$ cat src/hdl/ipv6_style_address_formatter_assert.svh
// Assertion macros shared by the formatter modules.
`ifndef IPV6_STYLE_ADDRESS_FORMATTER_ASSERT_SVH
`define IPV6_STYLE_ADDRESS_FORMATTER_ASSERT_SVH

// Check a property on every clock edge outside reset.
`define FMT_ASSERT(name, prop, msg) \
  name: assert property (@(posedge clk) disable iff (rst) prop) else $error(msg);

// Check a property on every clock edge, reset included.
`define FMT_ASSERT_ALWAYS(name, prop, msg) \
  name: assert property (@(posedge clk) prop) else $error(msg);

`endif

$ cat src/hdl/v6fmt_pkg.sv
`timescale 1ns / 1ps
package v6fmt_pkg;

  localparam int GROUP_COUNT = 8;
  localparam int GROUP_W = 16;
  localparam int GROUP_IDX_W = 3;
  localparam int LEAD_W = 2;
  localparam int CHAR_W = 8;
  localparam int SLOT_W = 3;
  localparam int CFG_INDEX_W = 1;
  localparam int CFG_DATA_W = 8;
  localparam int QUEUE_DEPTH_DEF = 2;

  localparam logic [SLOT_W-1:0] SLOT_LAST_DIGIT = 3'd3;
  localparam logic [SLOT_W-1:0] SLOT_COLON = 3'd4;
  localparam logic [GROUP_IDX_W-1:0] GROUP_FIRST = 3'd0;
  localparam logic [GROUP_IDX_W-1:0] GROUP_LAST = 3'd7;
  localparam logic [CHAR_W-1:0] CHAR_COLON = 8'h3a;
  localparam logic [CHAR_W-1:0] PAD_NONE = 8'h00;

  localparam logic [CFG_INDEX_W-1:0] REG_COMPRESS = 1'b0;
  localparam logic [CFG_INDEX_W-1:0] REG_PAD = 1'b1;

  typedef enum logic [1:0] {
    KIND_NORMAL = 2'b00,
    KIND_COMP   = 2'b01,
    KIND_SKIP   = 2'b10
  } kind_t;

  typedef struct packed {
    logic [GROUP_W-1:0] group0;
    logic [GROUP_W-1:0] group1;
    logic [GROUP_W-1:0] group2;
    logic [GROUP_W-1:0] group3;
    logic [GROUP_W-1:0] group4;
    logic [GROUP_W-1:0] group5;
    logic [GROUP_W-1:0] group6;
    logic [GROUP_W-1:0] group7;
  } addr_word_t;

  typedef struct packed {
    logic [CHAR_W-1:0] char_code;
    logic              last;
  } text_word_t;

  typedef struct packed {
    logic [GROUP_COUNT-1:0][GROUP_W-1:0] groups;
    logic [GROUP_COUNT-1:0][1:0]         kinds;
    logic [GROUP_COUNT-1:0][LEAD_W-1:0]  leads;
    logic [CHAR_W-1:0]                   pad;
  } entry_t;

  function automatic logic [CHAR_W-1:0] hex_char(input logic [3:0] nib);
    logic [CHAR_W-1:0] c;
    case (nib)
      4'h0: c = 8'h30;
      4'h1: c = 8'h31;
      4'h2: c = 8'h32;
      4'h3: c = 8'h33;
      4'h4: c = 8'h34;
      4'h5: c = 8'h35;
      4'h6: c = 8'h36;
      4'h7: c = 8'h37;
      4'h8: c = 8'h38;
      4'h9: c = 8'h39;
      4'ha: c = 8'h61;
      4'hb: c = 8'h62;
      4'hc: c = 8'h63;
      4'hd: c = 8'h64;
      4'he: c = 8'h65;
      4'hf: c = 8'h66;
      default: c = 8'h30;
    endcase
    return c;
  endfunction

endpackage

$ cat src/hdl/v6fmt_front.sv
`timescale 1ns / 1ps
module v6fmt_front
  import v6fmt_pkg::*;
(
  input  logic                   clk,
  input  logic                   rst,
  input  logic                   addr_valid,
  input  addr_word_t             addr,
  output logic                   addr_stall,
  input  logic                   cfg_valid,
  output logic                   cfg_ready,
  input  logic [CFG_INDEX_W-1:0] cfg_index,
  input  logic [CFG_DATA_W-1:0]  cfg_data,
  input  logic                   full,
  output logic                   push,
  output entry_t                 entry
);

  logic                    compress;
  logic [CHAR_W-1:0]       pad;
  logic [GROUP_W-1:0]      grp [GROUP_COUNT];
  logic [GROUP_COUNT-1:0]  zero;
  logic                    active;
  logic                    done;

  assign cfg_ready = 1'b1;

  always_ff @(posedge clk) begin
    if (rst) begin
      compress <= 1'b0;
      pad <= PAD_NONE;
    end else if (cfg_valid && cfg_ready) begin
      case (cfg_index)
        REG_COMPRESS: compress <= cfg_data[0];
        REG_PAD: pad <= cfg_data;
        default: ;
      endcase
    end
  end

  assign grp[0] = addr.group0;
  assign grp[1] = addr.group1;
  assign grp[2] = addr.group2;
  assign grp[3] = addr.group3;
  assign grp[4] = addr.group4;
  assign grp[5] = addr.group5;
  assign grp[6] = addr.group6;
  assign grp[7] = addr.group7;

  assign addr_stall = full;
  assign push = addr_valid && !full;

  always_comb begin
    active = 1'b0;
    done = 1'b0;
    entry.pad = pad;
    for (int i = 0; i < GROUP_COUNT; i++) begin
      zero[i] = (grp[i] == '0);
      entry.groups[i] = grp[i];
      if (grp[i][15:12] != 4'h0) begin
        entry.leads[i] = 2'd0;
      end else if (grp[i][11:8] != 4'h0) begin
        entry.leads[i] = 2'd1;
      end else if (grp[i][7:4] != 4'h0) begin
        entry.leads[i] = 2'd2;
      end else begin
        entry.leads[i] = 2'd3;
      end
      entry.kinds[i] = KIND_NORMAL;
      if (compress && zero[i] && !done) begin
        entry.kinds[i] = active ? KIND_SKIP : KIND_COMP;
        active = 1'b1;
      end else if (active) begin
        done = 1'b1;
        active = 1'b0;
      end
    end
  end

endmodule

$ cat src/hdl/v6fmt_queue.sv
`timescale 1ns / 1ps
module v6fmt_queue
  import v6fmt_pkg::*;
#(
  parameter int DEPTH = QUEUE_DEPTH_DEF
) (
  input  logic   clk,
  input  logic   rst,
  input  logic   push,
  input  entry_t wr_entry,
  output logic   full,
  input  logic   pop,
  output logic   empty,
  output entry_t head
);

  `include "ipv6_style_address_formatter_assert.svh"

  localparam int PTR_W = (DEPTH > 1) ? $clog2(DEPTH) : 1;
  localparam int CNT_W = $clog2(DEPTH + 1);

  entry_t           mem [DEPTH];
  logic [PTR_W-1:0] wr_ptr;
  logic [PTR_W-1:0] rd_ptr;
  logic [CNT_W-1:0] count;

  assign full = (count == CNT_W'(DEPTH));
  assign empty = (count == '0);
  assign head = mem[rd_ptr];

  always_ff @(posedge clk) begin
    if (push) begin
      mem[wr_ptr] <= wr_entry;
    end
  end

  always_ff @(posedge clk) begin
    if (rst) begin
      wr_ptr <= '0;
      rd_ptr <= '0;
      count <= '0;
    end else begin
      if (push) begin
        wr_ptr <= (wr_ptr == PTR_W'(DEPTH - 1)) ? '0 : wr_ptr + 1'b1;
      end
      if (pop) begin
        rd_ptr <= (rd_ptr == PTR_W'(DEPTH - 1)) ? '0 : rd_ptr + 1'b1;
      end
      if (push && !pop) begin
        count <= count + 1'b1;
      end else if (pop && !push) begin
        count <= count - 1'b1;
      end
    end
  end

  `FMT_ASSERT(a_no_push_full, !(push && full), "word pushed into full queue")
  `FMT_ASSERT(a_no_pop_empty, !(pop && empty), "word popped from empty queue")
  `FMT_ASSERT(a_count_bound, count <= CNT_W'(DEPTH), "queue count overflow")

endmodule

$ cat src/hdl/v6fmt_back.sv
`timescale 1ns / 1ps
module v6fmt_back
  import v6fmt_pkg::*;
(
  input  logic       clk,
  input  logic       rst,
  input  logic       empty,
  input  entry_t     head,
  output logic       pop,
  output logic       text_valid,
  input  logic       text_stall,
  output text_word_t text
);

  `include "ipv6_style_address_formatter_assert.svh"

  logic [GROUP_IDX_W-1:0] cur_g;
  logic [GROUP_IDX_W-1:0] cur_g_next;
  logic [SLOT_W-1:0]      cur_slot;
  logic [SLOT_W-1:0]      cur_slot_next;
  logic                   fresh;
  logic                   fresh_next;
  kind_t                  kind;
  logic [LEAD_W-1:0]      lead;
  logic [GROUP_W-1:0]     grp;
  logic [SLOT_W-1:0]      start_slot;
  logic [SLOT_W-1:0]      end_slot;
  logic [SLOT_W-1:0]      slot;
  logic [3:0]             nib;
  logic [CHAR_W-1:0]      code;
  logic [GROUP_IDX_W-1:0] nxt_g;
  logic                   has_next;
  logic                   last_char;
  logic                   produce;

  always_comb begin
    kind = kind_t'(head.kinds[cur_g]);
    lead = head.leads[cur_g];
    grp = head.groups[cur_g];

    case (kind)
      KIND_NORMAL: start_slot = (head.pad != PAD_NONE) ? '0 : {1'b0, lead};
      KIND_COMP: start_slot = (cur_g == GROUP_FIRST) ? SLOT_LAST_DIGIT : SLOT_COLON;
      default: start_slot = SLOT_COLON;
    endcase
    end_slot = (kind == KIND_NORMAL && cur_g == GROUP_LAST) ? SLOT_LAST_DIGIT : SLOT_COLON;
    slot = fresh ? start_slot : cur_slot;

    case (slot[1:0])
      2'd0: nib = grp[15:12];
      2'd1: nib = grp[11:8];
      2'd2: nib = grp[7:4];
      2'd3: nib = grp[3:0];
      default: nib = grp[3:0];
    endcase

    if (slot == SLOT_COLON || kind == KIND_COMP) begin
      code = CHAR_COLON;
    end else if (slot < {1'b0, lead}) begin
      code = head.pad;
    end else begin
      code = hex_char(nib);
    end

    has_next = 1'b0;
    nxt_g = GROUP_FIRST;
    for (int j = GROUP_COUNT - 1; j >= 0; j--) begin
      if (GROUP_IDX_W'(j) > cur_g && kind_t'(head.kinds[j]) != KIND_SKIP) begin
        has_next = 1'b1;
        nxt_g = GROUP_IDX_W'(j);
      end
    end
    last_char = (slot == end_slot) && !has_next;
  end

  assign produce = !empty && (!text_valid || !text_stall);
  assign pop = produce && last_char;

  always_comb begin
    cur_g_next = cur_g;
    cur_slot_next = cur_slot;
    fresh_next = fresh;
    if (produce) begin
      if (slot == end_slot) begin
        cur_g_next = last_char ? GROUP_FIRST : nxt_g;
        fresh_next = 1'b1;
      end else begin
        cur_slot_next = slot + 1'b1;
        fresh_next = 1'b0;
      end
    end
  end

  always_ff @(posedge clk) begin
    if (rst) begin
      cur_g <= GROUP_FIRST;
      cur_slot <= '0;
      fresh <= 1'b1;
      text_valid <= 1'b0;
    end else begin
      cur_g <= cur_g_next;
      cur_slot <= cur_slot_next;
      fresh <= fresh_next;
      if (produce) begin
        text_valid <= 1'b1;
      end else if (!text_stall) begin
        text_valid <= 1'b0;
      end
    end
  end

  always_ff @(posedge clk) begin
    if (produce) begin
      text.char_code <= code;
      text.last <= last_char;
    end
  end

  `FMT_ASSERT(a_slot_bound, !fresh |-> cur_slot <= SLOT_COLON, "character slot out of range")

endmodule

$ cat src/hdl/ipv6_style_address_formatter.sv
`timescale 1ns / 1ps
// Channel  Handshake               Word
// addr     addr_valid/addr_stall   addr_word_t: group0..group7, 16 bits each
// text     text_valid/text_stall   text_word_t: char_code, last
// cfg      cfg_valid/cfg_ready     cfg_index (0 compress_zeros, 1 pad_char), cfg_data
//
// One character leaves per cycle while text_stall is low, from the
// single-character output register of the back end. The first character
// of an address is registered there once its word has passed through the queue.
// Reset clears compress_zeros and pad_char to 0, empties the queue, drops output.
// text_stall holds the output register; addr_stall rises while the
// QUEUE_DEPTH-entry queue between front and back is full.
module ipv6_style_address_formatter
  import v6fmt_pkg::*;
#(
  parameter int QUEUE_DEPTH = QUEUE_DEPTH_DEF
) (
  input  logic                   clk,
  input  logic                   rst,
  input  logic                   addr_valid,
  output logic                   addr_stall,
  input  addr_word_t             addr,
  output logic                   text_valid,
  input  logic                   text_stall,
  output text_word_t             text,
  input  logic                   cfg_valid,
  output logic                   cfg_ready,
  input  logic [CFG_INDEX_W-1:0] cfg_index,
  input  logic [CFG_DATA_W-1:0]  cfg_data
);

  logic   full;
  logic   push;
  logic   empty;
  logic   pop;
  entry_t wr_entry;
  entry_t head;

  v6fmt_front u_front (
    .clk        (clk),
    .rst        (rst),
    .addr_valid (addr_valid),
    .addr       (addr),
    .addr_stall (addr_stall),
    .cfg_valid  (cfg_valid),
    .cfg_ready  (cfg_ready),
    .cfg_index  (cfg_index),
    .cfg_data   (cfg_data),
    .full       (full),
    .push       (push),
    .entry      (wr_entry)
  );

  v6fmt_queue #(
    .DEPTH (QUEUE_DEPTH)
  ) u_queue (
    .clk      (clk),
    .rst      (rst),
    .push     (push),
    .wr_entry (wr_entry),
    .full     (full),
    .pop      (pop),
    .empty    (empty),
    .head     (head)
  );

  v6fmt_back u_back (
    .clk        (clk),
    .rst        (rst),
    .empty      (empty),
    .head       (head),
    .pop        (pop),
    .text_valid (text_valid),
    .text_stall (text_stall),
    .text       (text)
  );

endmodule
$ cat config.mk
export PLATFORM = sky130hd
export DESIGN_NAME = ipv6_style_address_formatter
export DESIGN_NICKNAME = d
export VERILOG_FILES = /design/src/hdl/v6fmt_pkg.sv /design/src/hdl/v6fmt_front.sv /design/src/hdl/v6fmt_queue.sv /design/src/hdl/v6fmt_back.sv /design/src/hdl/ipv6_style_address_formatter.sv
export VERILOG_INCLUDE_DIRS = /design/src /design/src/hdl
export SDC_FILE = /design/constraint.sdc
export NUM_CORES = 1
export LEC_CHECK = 0
export BUFFER_PORTS_ARGS = -buffer_cell sky130_fd_sc_hd__buf_4
export CAP_MARGIN = 25
export CORE_AREA = 2 2 187 189
export DETAILED_ROUTE_END_ITERATION = 16
export DIE_AREA = 0 0 189 191
export GPL_TIMING_DRIVEN = 0
export SYNTH_ARGS = -nofsm -noshare
export SYNTH_HDL_FRONTEND = slang
export SYNTH_SLANG_ARGS = --single-unit
$ cat constraint.sdc
create_clock -name clk -period 11.5 [get_ports clk]
set_input_delay 0 -clock clk [delete_from_list [all_inputs] [get_ports clk]]
set_output_delay 0 -clock clk [all_outputs]
set_load 0.005 [all_outputs]
Word-level counts from Yosys, hierarchy flattened
Memories as Yosys holds them, arrays and structs flattened. A register that Yosys moved wholly into a read port is not among the register bits.
Cells that the tools add are included.
- bits in registers: 30
- bits in writable memories: 334
- bits in read-only memories: 96
- input port bits: 142
- output and inout bits: 12
- word-level logic and storage cells: 232
- memories kept: 2
- memories (name ; words ; bits a word ; rd ports ; clocked after memory_dff ; write ports ; line ; source):
    u_queue.mem ; 2 ; 167 ; 1 ; 1 ; 1 ; v6fmt_queue.sv:22 ; entry_t mem [DEPTH];
    (name not given) ; 16 ; 6 ; 1 ; 0 ; 0 ; v6fmt_pkg.sv:55 ; case (nib)
- add/subtract/negate cells: 5
- magnitude comparators: 10
- equal/unequal tests: 17
- multiplexer cells: 99
- bitwise logic cells: 2
- reduce and logical (&&, ||, !) cells: 86
- operators by type and width (cell ; number):
    $logic_not 16->1 ; 8
    $reduce_bool 4->1 ; 24
    $mux 2 ; 35
    $bmux 16 s3 ; 1
    $mux 1 ; 45
    $mux 3 ; 12
    $logic_and 1x1->1 ; 29
    $mux 16 ; 1
    $ne 2x2->1 const B ; 8
    $pmux 4 s4 ; 1
    $logic_not 1->1 ; 13
    $bmux 2 s3 ; 2
    $gt 3x3->1 const A ; 4
    $mux 8 ; 1
    $reduce_and 2->1 ; 4
    $reduce_bool 8->1 ; 1
    $eq 2x2->1 const B ; 3
    $eq 3x3->1 const B ; 2
    $gt 1x3->1 const A ; 2
    $gt 2x3->1 const A ; 2
    $logic_not 2->1 ; 3
    $pmux 3 s2 ; 1
    $eq 2x1->1 const B ; 2
    $lt 3x4->1 const B ; 1
    other kinds (11) ; 14

Depth between registers and ports, before layout
Gate-level depths: netlist of run 1.
- word-level depth: 23
- gate-level depth with buffers: 19
- mapped depth without buffers: 16

By module
From an unflattened synthesis of run 1, not the netlist that was laid out.
- cell total of the unflattened synthesis: 1073
- area, all modules: 17410.4 um^2
- by module, submodules not included (module ; times used ; cells each ; area each (um^2) ; seq. area each (um^2)):
    v6fmt_queue ; 1 ; 545 ; 12754.7 ; 10189.8
    v6fmt_back ; 1 ; 259 ; 2677.6 ; 430.4
    v6fmt_front ; 1 ; 269 ; 1978.1 ; 180.2

Worst setup path before layout of run 1
OpenSTA, ideal clock, no wires.
- path type: flip-flop to flip-flop
- start: register u_queue.count[0]
- end: memory u_queue.mem[0][0] (netlist name), enable pin
- setup time: 0.696 ns
- arrival: 7.563 ns
- required time: 10.804 ns
- setup slack: 3.241 ns
- cell stages (with the launch flop): 4
- buffers on the path: 0
- period minus slack after synthesis: 8.259 ns
- cells stage by stage: dfxtp_1 -> nand2b_1 -> nand2_1 -> nor2_1
- cells in the longest elaborated chain, start to end: 5
- RTL lines (item ; line ; source):
    start: declaration ; v6fmt_queue.sv:25 ; logic [CNT_W-1:0] count;
    start signal: assignment ; v6fmt_queue.sv:50 ; count <= count + 1'b1;
    start signal: assignment ; v6fmt_queue.sv:52 ; count <= count - 1'b1;
    $eq 2x2->1 ; v6fmt_queue.sv:27 ; assign full = (count == CNT_W'(DEPTH));
    $logic_not 1->1 ; v6fmt_front.sv:51 ; assign push = addr_valid && !full;
    $logic_and 1x1->1 ; v6fmt_front.sv:51 ;
    $mux 1 ; v6fmt_queue.sv:32 ; if (push) begin
    $mux 1 (implied by the code) ; v6fmt_queue.sv:33 ; mem[wr_ptr] <= wr_entry;
    end: declaration ; v6fmt_queue.sv:22 ;
Every way passes these cells.

==> run metrics, run 1 <==
status=finished clean; TritonCTS Sinks=365; CTS Root Cell=clkbuf_16; die area=36100 um^2; Max Clk Rate=185 MHz; Slew Limit Fails=0; area fraction in compound gates after synthesis=6.28%; Initial Util=44.6%; Post-Syn Nets=1080; synth warn=0; worst slew pin tran=1.05 ns; chip width=189 um; clk slew on worst S/H paths=0.06 ns; commonest cells in the netlist=edfxtp_1 (343), nand2_1 (63), mux4_2 (56); simple-gate share of the synthesized area=7.62%; final setup TNS=0 ns; CP Data Required Time=11.76 ns; Synth Area in XOR/XNOR=0.230%; number of synthesized flops with an enable pin=343; FILL cells=2624; H-tree level count=2; fraction of layout cells with a size suffix above 1=24.2%; Clock Latency Late Sink=0.53 ns; vias in the first global route=9933; DP Area=17100 um^2; synth unique cells=65; grt ovf=0; Max-Cap Viols=0; largest family of logic cells by synthesized area=multiplexers; Core Region=34100 um^2; TritonCTS Buffers=40; area fraction of the dominant cell type after synthesis=67.6%; area of the multi-input gates=4200 um^2; post-layout util=58.4%; Worst slew margin=29.1%; I/O pin cnt=154; initial DRC count=1059; mux contribution to synthesized area=12.6%; Tmin final=5.40 ns; count leader, synth=edfxtp_1; kind of start point of the critical path=flop; first-pass GRT wire length=61200 um; Design Area, Final=19900 um^2; Area growth syn-to-layout=30.9%; DP Cell Count=1543; input/output buffers=150; P per Cell Area=169 nW/um^2; CTS tree=built; GP Congestion=0.887; Reg area=10700 um^2; initial antenna violation count=1; final setup vio count=0; Rows=68; antenna viol nets, final=0; Leak=6.96 nW; Peak VDD IR=0.115 mV; Avg Inst Size Synth=16.4 um^2; Layout Cells excl Fill=1764; Hold WC Path Type=primary input to flop; fin crit share=47.0%; total number of vias=9878; Adder-Cell Fraction of Synth Area=0.739%; Worst Skew=0.0188 ns; Via-to-Cell Ratio=5.60; cell taking the most area after synthesis=edfxtp_1; Synth area leaders=edfxtp_1 (68%), mux4_2 (8.3%), mux2i_1 (3.5%); top_reg_cell synth=edfxtp_1; Nets=1429; synthesized area=15200 um^2; routed length per instance=23.7 um; critical path endpoint category=flop; Setup CP Type=flop to flop; worst path arrival time=5.66 ns; Syn Inst Count=929; sequential share of the synthesized area=70.5%; drt total wl=41800 um; clock tree buffer depth=3; DRT Pass-1 Iters=5; ys async rst share=0%; Yosys reg bits=365; Hold Slack=0.0691 ns; final hold viol count=0; RSZ-0062 raised after global routing=no; largest net degree at the start of global routing=66; Post-DP HPWL=28700 um; die height=191 um; Crit Path Max Fanout=10; postcts setup bufs=0; GRT Total Usage=23.2%; Post-route DRC=0
-- flip-flops by register name, summed over array words and instances, names as in the netlist, named ones only --
signal and count:
u_queue.count 2, u_back.text 9, u_front.pad 8, u_front.compress 1
u_back.cur_g 3, u_back.cur_slot 3, u_queue.mem 334, u_back.fresh 1
u_back.text_valid 1, u_queue.rd_ptr 1, u_queue.wr_ptr 1
-- layout by cell type, fill, tap and decap left out, drive strengths merged, types with 17 or more instances in the layout --
master,instances
nor4,22
a21oi,38
edfxtp,343
nand2,63
mux2i,53
nand3,22
buf,181
dlygate4sd3,148
a221oi,17
nor2,53
dfxtp,22
clkbuf,70
inv,27
mux4,56
o21ai,26
-- critical path, cell delays in order (launching register included) --
cell and delay, ns:
dfxtp_1 0.32, buf_6 0.18, buf_6 0.21, buf_4 0.30, mux2i_1 0.30, nand2_1 0.08
a21oi_1 0.33, o211ai_4 0.15, o21ai_1 0.30, inv_1 0.19, ha_1 0.38, a41oi_1 0.24
o31ai_1 0.10, a2111oi_0 0.61, a31oi_1 0.41, ha_1 0.40, inv_1 0.05, mux2i_1 0.13
mux2i_1 0.09, a211o_1 0.34
-- per-stage QoR --
step	power, W	setup slack (ns)
after floorplan	0.00190	3.24
after global placement	0.00208	-1.24
after detailed placement	0.00206	6.22
after CTS	0.00339	6.21
after global routing	0.00349	5.79
final	0.00337	6.10
-- where the power goes --
| part | leakage (nW) | internal, W | switching [W] | total, W |
|---|---|---|---|---|
| Clock | 0.652 | 0.000783 | 0.000509 | 0.00129 |
| Combinational | 2.89 | 0.000190 | 0.000249 | 0.000439 |
| Sequential | 3.41 | 0.00160 | 0.0000332 | 0.00164 |
-- path summary, 6_finish.rpt --
| path | startpoint | to | slack [ns] | cells after the start |
|---|---|---|---|---|
| max | flop | u_back.text[2]$_SDFFCE_PP1P_ | 6.10 | 19 |
| min | cfg_index | u_front.compress$_SDFFE_PP0P_ | 0.07 | 4 |
| max reg2reg | flop | u_back.text[2]$_SDFFCE_PP1P_ | 6.10 | 19 |
| min reg2reg | u_front.pad[7]$_SDFFE_PP0P_ | u_queue.mem[1][7]$_DFFE_PP_ | 0.46 | 0 |
-- kinds of logic (layout without fill, tap and decap cells) --
group	Yosys count	count (layout)
other	1	2
multiplexers	120	120
adder cells (fa/ha/maj)	9	9
buffers and inverters	67	446
XOR/XNOR	4	4
AND/OR/NAND/NOR	230	230
AO/OA/AOI/OAI	133	133
flip-flops	365	365
-- layout make-up --
| cell class | instances | share of cell area (%) |
|---|---|---|
| flip-flops and latches | 365 | 53.9 |
| clock buffers | 52 | 5.46 |
| plain buffers | 40 | 1.02 |
| repair buffers | 307 | 14.0 |
| diodes | 1 | 0.0126 |
| multi-input cells | 497 | 21.0 |
| well taps | 455 | 2.86 |
| clock inverters | 20 | 1.22 |
| inverters | 27 | 0.508 |
-- layer usage --
layer  vias up  track usage [%]  part of all wire, %
li1       4429                -                    -
met1      4941             31.2                   42
met2       422             38.7                   48
met3        86             3.64                  6.7
met4         0             7.96                  3.2
met5         -                0                    0
-- what timing repair did --
item,4_1_cts,5_1_grt
hold buffers,148,0
endpoints found under the hold margin,293,0
gates resized for setup,0,0
(Power assumes the default switching activity.)
==> inputs of run 2 (changes only) <==
--- a/config.mk
+++ b/config.mk
@@ -6,11 +6,12 @@
 export SDC_FILE = /design/constraint.sdc
 export NUM_CORES = 1
 export LEC_CHECK = 0
+export ABC_AREA = 1
 export BUFFER_PORTS_ARGS = -buffer_cell sky130_fd_sc_hd__buf_4
 export CAP_MARGIN = 25
-export CORE_AREA = 2 2 187 189
+export CORE_AREA = 2 2 191 193
 export DETAILED_ROUTE_END_ITERATION = 16
-export DIE_AREA = 0 0 189 191
+export DIE_AREA = 0 0 193 195
 export GPL_TIMING_DRIVEN = 0
 export SYNTH_ARGS = -nofsm -noshare
 export SYNTH_HDL_FRONTEND = slang
==> constraint.sdc (replaced) <==
create_clock -name clk -period 5.2 [get_ports clk]
set_input_delay 0 -clock clk [delete_from_list [all_inputs] [get_ports clk]]
set_output_delay 0 -clock clk [all_outputs]
set_load 0.005 [all_outputs]
==> run 2 against run 1 <==
Effect of this change:
- largest power group unchanged
- non-clock buffer count grew 21
- via count rose by 28%
- wire length grew 22%
- clock power up 110%
- count of clock-buffer cells in the layout fell by 3
- combinational power rose to 3.0 times the previous value
- maximum frequency grew 36%
- worst hold slack got worse by 0.066 ns
==> run metrics, run 2 <==
status=finished clean (unchanged); Rows=69 (was 68); synth warn=0 (unchanged); fin crit share=76.2% (was 47.0%); Avg Inst Size Synth=10.6 um^2 (was 16.4 um^2); antenna viol nets, final=0 (unchanged); Max-Cap Viols=0 (unchanged); postcts setup bufs=0 (unchanged); most frequent cells in the layout=nand2_1 (434), edfxtp_1 (343), buf_4 (167), nand3_1 (155), dlygate4sd3_1 (142) (was edfxtp_1 (343), buf_4 (157), dlygate4sd3_1 (148), nand2_1 (63), mux4_2 (56)); Worst Skew=0.0194 ns (was 0.0188 ns); Setup CP Type=flop to flop (unchanged); cell family with most CP delay=simple AND/OR/NAND/NOR gates (was compound AO/OA/AOI/OAI gates); Top reg by flops=u_queue.mem (unchanged); area fraction of the dominant cell type after synthesis=65.1% (was 67.6%); Post-DP HPWL=35000 um (was 28700 um); Top Registers=u_queue.mem (334), u_back.text (9), u_front.pad (8) (unchanged); Worst path max stage delay=0.43 ns (was 0.61 ns); total number of vias=12600 (was 9878); critical path endpoint category=flop (unchanged); Post-CTS Resized=0 (unchanged); most common cell after layout, fill and taps aside=nand2_1 (was edfxtp_1); pre-CTS setup slack=1.30 ns (was 6.22 ns); clk slew on worst S/H paths=0.06 ns (about the same); Synth area leaders=edfxtp_1 (65%), nand2_1 (10%), nand3_1 (4.9%) (was edfxtp_1 (68%), mux4_2 (8.3%), mux2i_1 (3.5%)); final setup vio count=0 (unchanged); # diodes=0 (was 1); Global Route met1 Usage=37.9% (was 31.2%); first-pass GRT wire length=73800 um (was 61200 um); largest net degree at the start of global routing=33 (was 66); Post-Syn Nets=1649 (was 1080); Syn Inst Count=1498 (was 929); drt total wl=50800 um (was 41800 um); Tmin final=3.96 ns (was 5.40 ns); final setup TNS=0 ns (unchanged); kind of start point of the critical path=flop (unchanged); initial antenna violation count=0 (was 1); worst slew pin tran=1.02 ns (was 1.05 ns); Initial Util=44.7% (was 44.6%); Critical R2R Capture=u_back.text[1]$_SDFFCE_PP0P_ (was u_back.text[2]$_SDFFCE_PP1P_); commonest cells in the netlist=nand2_1 (434), edfxtp_1 (343), nand3_1 (155) (was edfxtp_1 (343), nand2_1 (63), mux4_2 (56)); die area=37600 um^2 (was 36100 um^2); Area growth syn-to-layout=29.3% (was 30.9%); Worst slew margin=31.5% (was 29.1%); Core Region=35400 um^2 (was 34100 um^2); Peak VDD IR=0.262 mV (was 0.115 mV); met3 Usage GRT=3.32% (was 3.64%); hold path endpoint=u_back.cur_slot[1]$_SDFFE_PP0P_ (was u_front.compress$_SDFFE_PP0P_); Yosys reg bits=365 (unchanged); H-tree level count=2 (unchanged); R2R depth=22 (was 19); Via-to-Cell Ratio=5.40 (was 5.60); synthesized area=15800 um^2 (was 15200 um^2); CTS Root Cell=clkbuf_16 (unchanged); Leak=8.20 nW (was 6.96 nW); CTS tree=built (unchanged); ys async rst share=0% (unchanged); Reg2Reg Setup Slack=1.24 ns (was 6.10 ns); worst path bufs/invs=5 (unchanged); Max Clk Rate=252 MHz (was 185 MHz); worst path arrival time=4.25 ns (was 5.66 ns); Post-route DRC=0 (unchanged); CP Data Required Time=5.49 ns (was 11.76 ns); layer with the highest usage=met2 (unchanged); TritonCTS Buffers=41 (was 40); final hold viol count=0 (unchanged); clock tree buffer depth=3 (unchanged); fraction of layout cells with a size suffix above 1=16.3% (was 24.2%); Crit Path Max Fanout=10 (unchanged); DRT Pass-1 Iters=5 (unchanged); sequential share of the synthesized area=67.9% (was 70.5%); synth unique cells=43 (was 65); vias in the first global route=12000 (was 9933); Slew Limit Fails=0 (unchanged); Largest register FFs=334 (unchanged); grt ovf=0 (unchanged); RSZ-0062 raised after global routing=no (unchanged); routed length per instance=21.7 um (was 23.7 um); I/O pin cnt=154 (unchanged); count leader, synth=nand2_1 (was edfxtp_1); GP Congestion=0.887 (about the same); cell taking the most area after synthesis=edfxtp_1 (unchanged); critical-path cell list=buf_4, buf_6, o21ai_0, nand3_1, nor2_1, inv_1, nor2_1, nand2_1, nand3_1, nand2_2, ha_1, o21ai_0, nand2_1, o21ai_1, inv_1, ha_1, inv_1, nand2_1, nand3_1, nand2_1, nor2_1, nor2_1 (was buf_6, buf_6, buf_4, mux2i_1, nand2_1, a21oi_1, o211ai_4, o21ai_1, inv_1, ha_1, a41oi_1, o31ai_1, a2111oi_0, a31oi_1, ha_1, inv_1, mux2i_1, mux2i_1, a211o_1); initial DRC count=1184 (was 1059); GRT Total Usage=27.0% (was 23.2%); die height=195 um (was 191 um); top_reg_cell synth=edfxtp_1 (unchanged); Nets=1998 (was 1429); chip width=193 um (was 189 um); Hold WC Path Type=primary input to flop (unchanged); Worst Hold Launch=text_stall (was cfg_index); number of synthesized flops with an enable pin=343 (unchanged); TritonCTS Sinks=365 (unchanged); met2 Usage GRT=44.2% (was 38.7%); Clock Latency Late Sink=0.55 ns (was 0.53 ns); Worst Hold Depth=6 (was 4); slack of the critical path=1.24 ns (was 6.10 ns); critical path's slowest cell=o21ai_1 (was a2111oi_0); P per Cell Area=371 nW/um^2 (was 169 nW/um^2); input/output buffers=152 (was 150)
run 2: changes by cell type after synthesis, moves of 27 or more:
cell | previous run | this run
nand2_1 | 63 | 434
nand3_1 | 22 | 155
inv_1 | 24 | 107
nor2_1 | 53 | 136
mux4_2 | 56 | 0
mux2i_1 | 53 | 0
o21ai_0 | 21 | 69
buf_2 | 10 | 37
run 2: cells by family after synthesis:
family	after synthesis	share of synthesized area, %
adder cells (fa/ha/maj)	9	0.712
AO/OA/AOI/OAI	145	4.90
flip-flops	365	67.9
XOR/XNOR	1	0.0554
other	1	0.0237
AND/OR/NAND/NOR	801	21.5
buffers and inverters	176	4.92
run 2: final cells by class:
cell class,count,area (um^2)
Fill cell,2987,14900
Sequential cell,365,10700
Multi-Input combinational cell,957,4320
Timing Repair Buffer,306,2810
Clock buffer,49,1060
Tap cell,461,577
Inverter,114,428
Buffer,62,350
Clock inverter,23,178
run 2: worst max-delay path by stage:
stage                                        from                            end  slack (ns)  cells after the start
CTS                                          flop   u_back.text[1]$_SDFFCE_PP0P_        1.27                     22
global placement    u_queue.count[1]$_SDFFE_PP0P_  u_queue.mem[1][123]$_DFFE_PP_       -2.89                      3
finish                                       flop   u_back.text[1]$_SDFFCE_PP0P_        1.24                     22
detailed placement                           flop   u_back.text[1]$_SDFFCE_PP0P_        1.30                     22
floorplan           u_queue.count[1]$_SDFFE_PP0P_    u_queue.mem[1][0]$_DFFE_PP_       -0.16                      3
global route         u_back.cur_g[0]$_SDFFE_PP0P_   u_back.text[1]$_SDFFCE_PP0P_        0.88                     24
run 2: worst min-delay path: stages:
cell and delay (ns):
buf_4 0.08, nand2_1 0.05, o21ai_0 0.16, nor2_2 0.09
nand2_1 0.06, a21oi_1 0.05
run 2: report_power, final:
| part | leakage (nW) | internal (W) | switching [W] |
|---|---|---|---|
| clock | 0.616 | 0.00155 | 0.00116 |
| sequential | 3.42 | 0.00348 | 0.0000617 |
| combinational | 4.17 | 0.000483 | 0.000845 |
| total | 8.20 | 0.00551 | 0.00207 |
run 2: what timing repair did:
item / 4_1_cts / 5_1_grt
endpoints found under the hold margin: 304 / 0
hold buffers: 142 / 0
setup endpoints to repair: 0 / 0
run 2: routing by layer:
layer / part of all wire, % / vias up
li1: - / 5845
met1: 41 / 6018
met2: 47 / 662
met3: 8.9 / 88
met4: 2.9 / 0
met5: 0 / -
run 2: through the flow:
stage | utilization [%] | area [um^2] | cells | hold WS (ns) | power [W]
floorplan | - | 15800 | 1498 | 0.0691 | 0.00431
global placement | 49.6 | 17500 | 2111 | 0.195 | 0.00480
detailed placement | 50.3 | 17800 | 2123 | 0.198 | 0.00482
CTS | 57.8 | 20500 | 2337 | 0.00154 | 0.00758
global route | 57.8 | 20500 | 2337 | 0.0483 | 0.00786
finish | 57.8 | 20500 | 2337 | 0.00296 | 0.00758
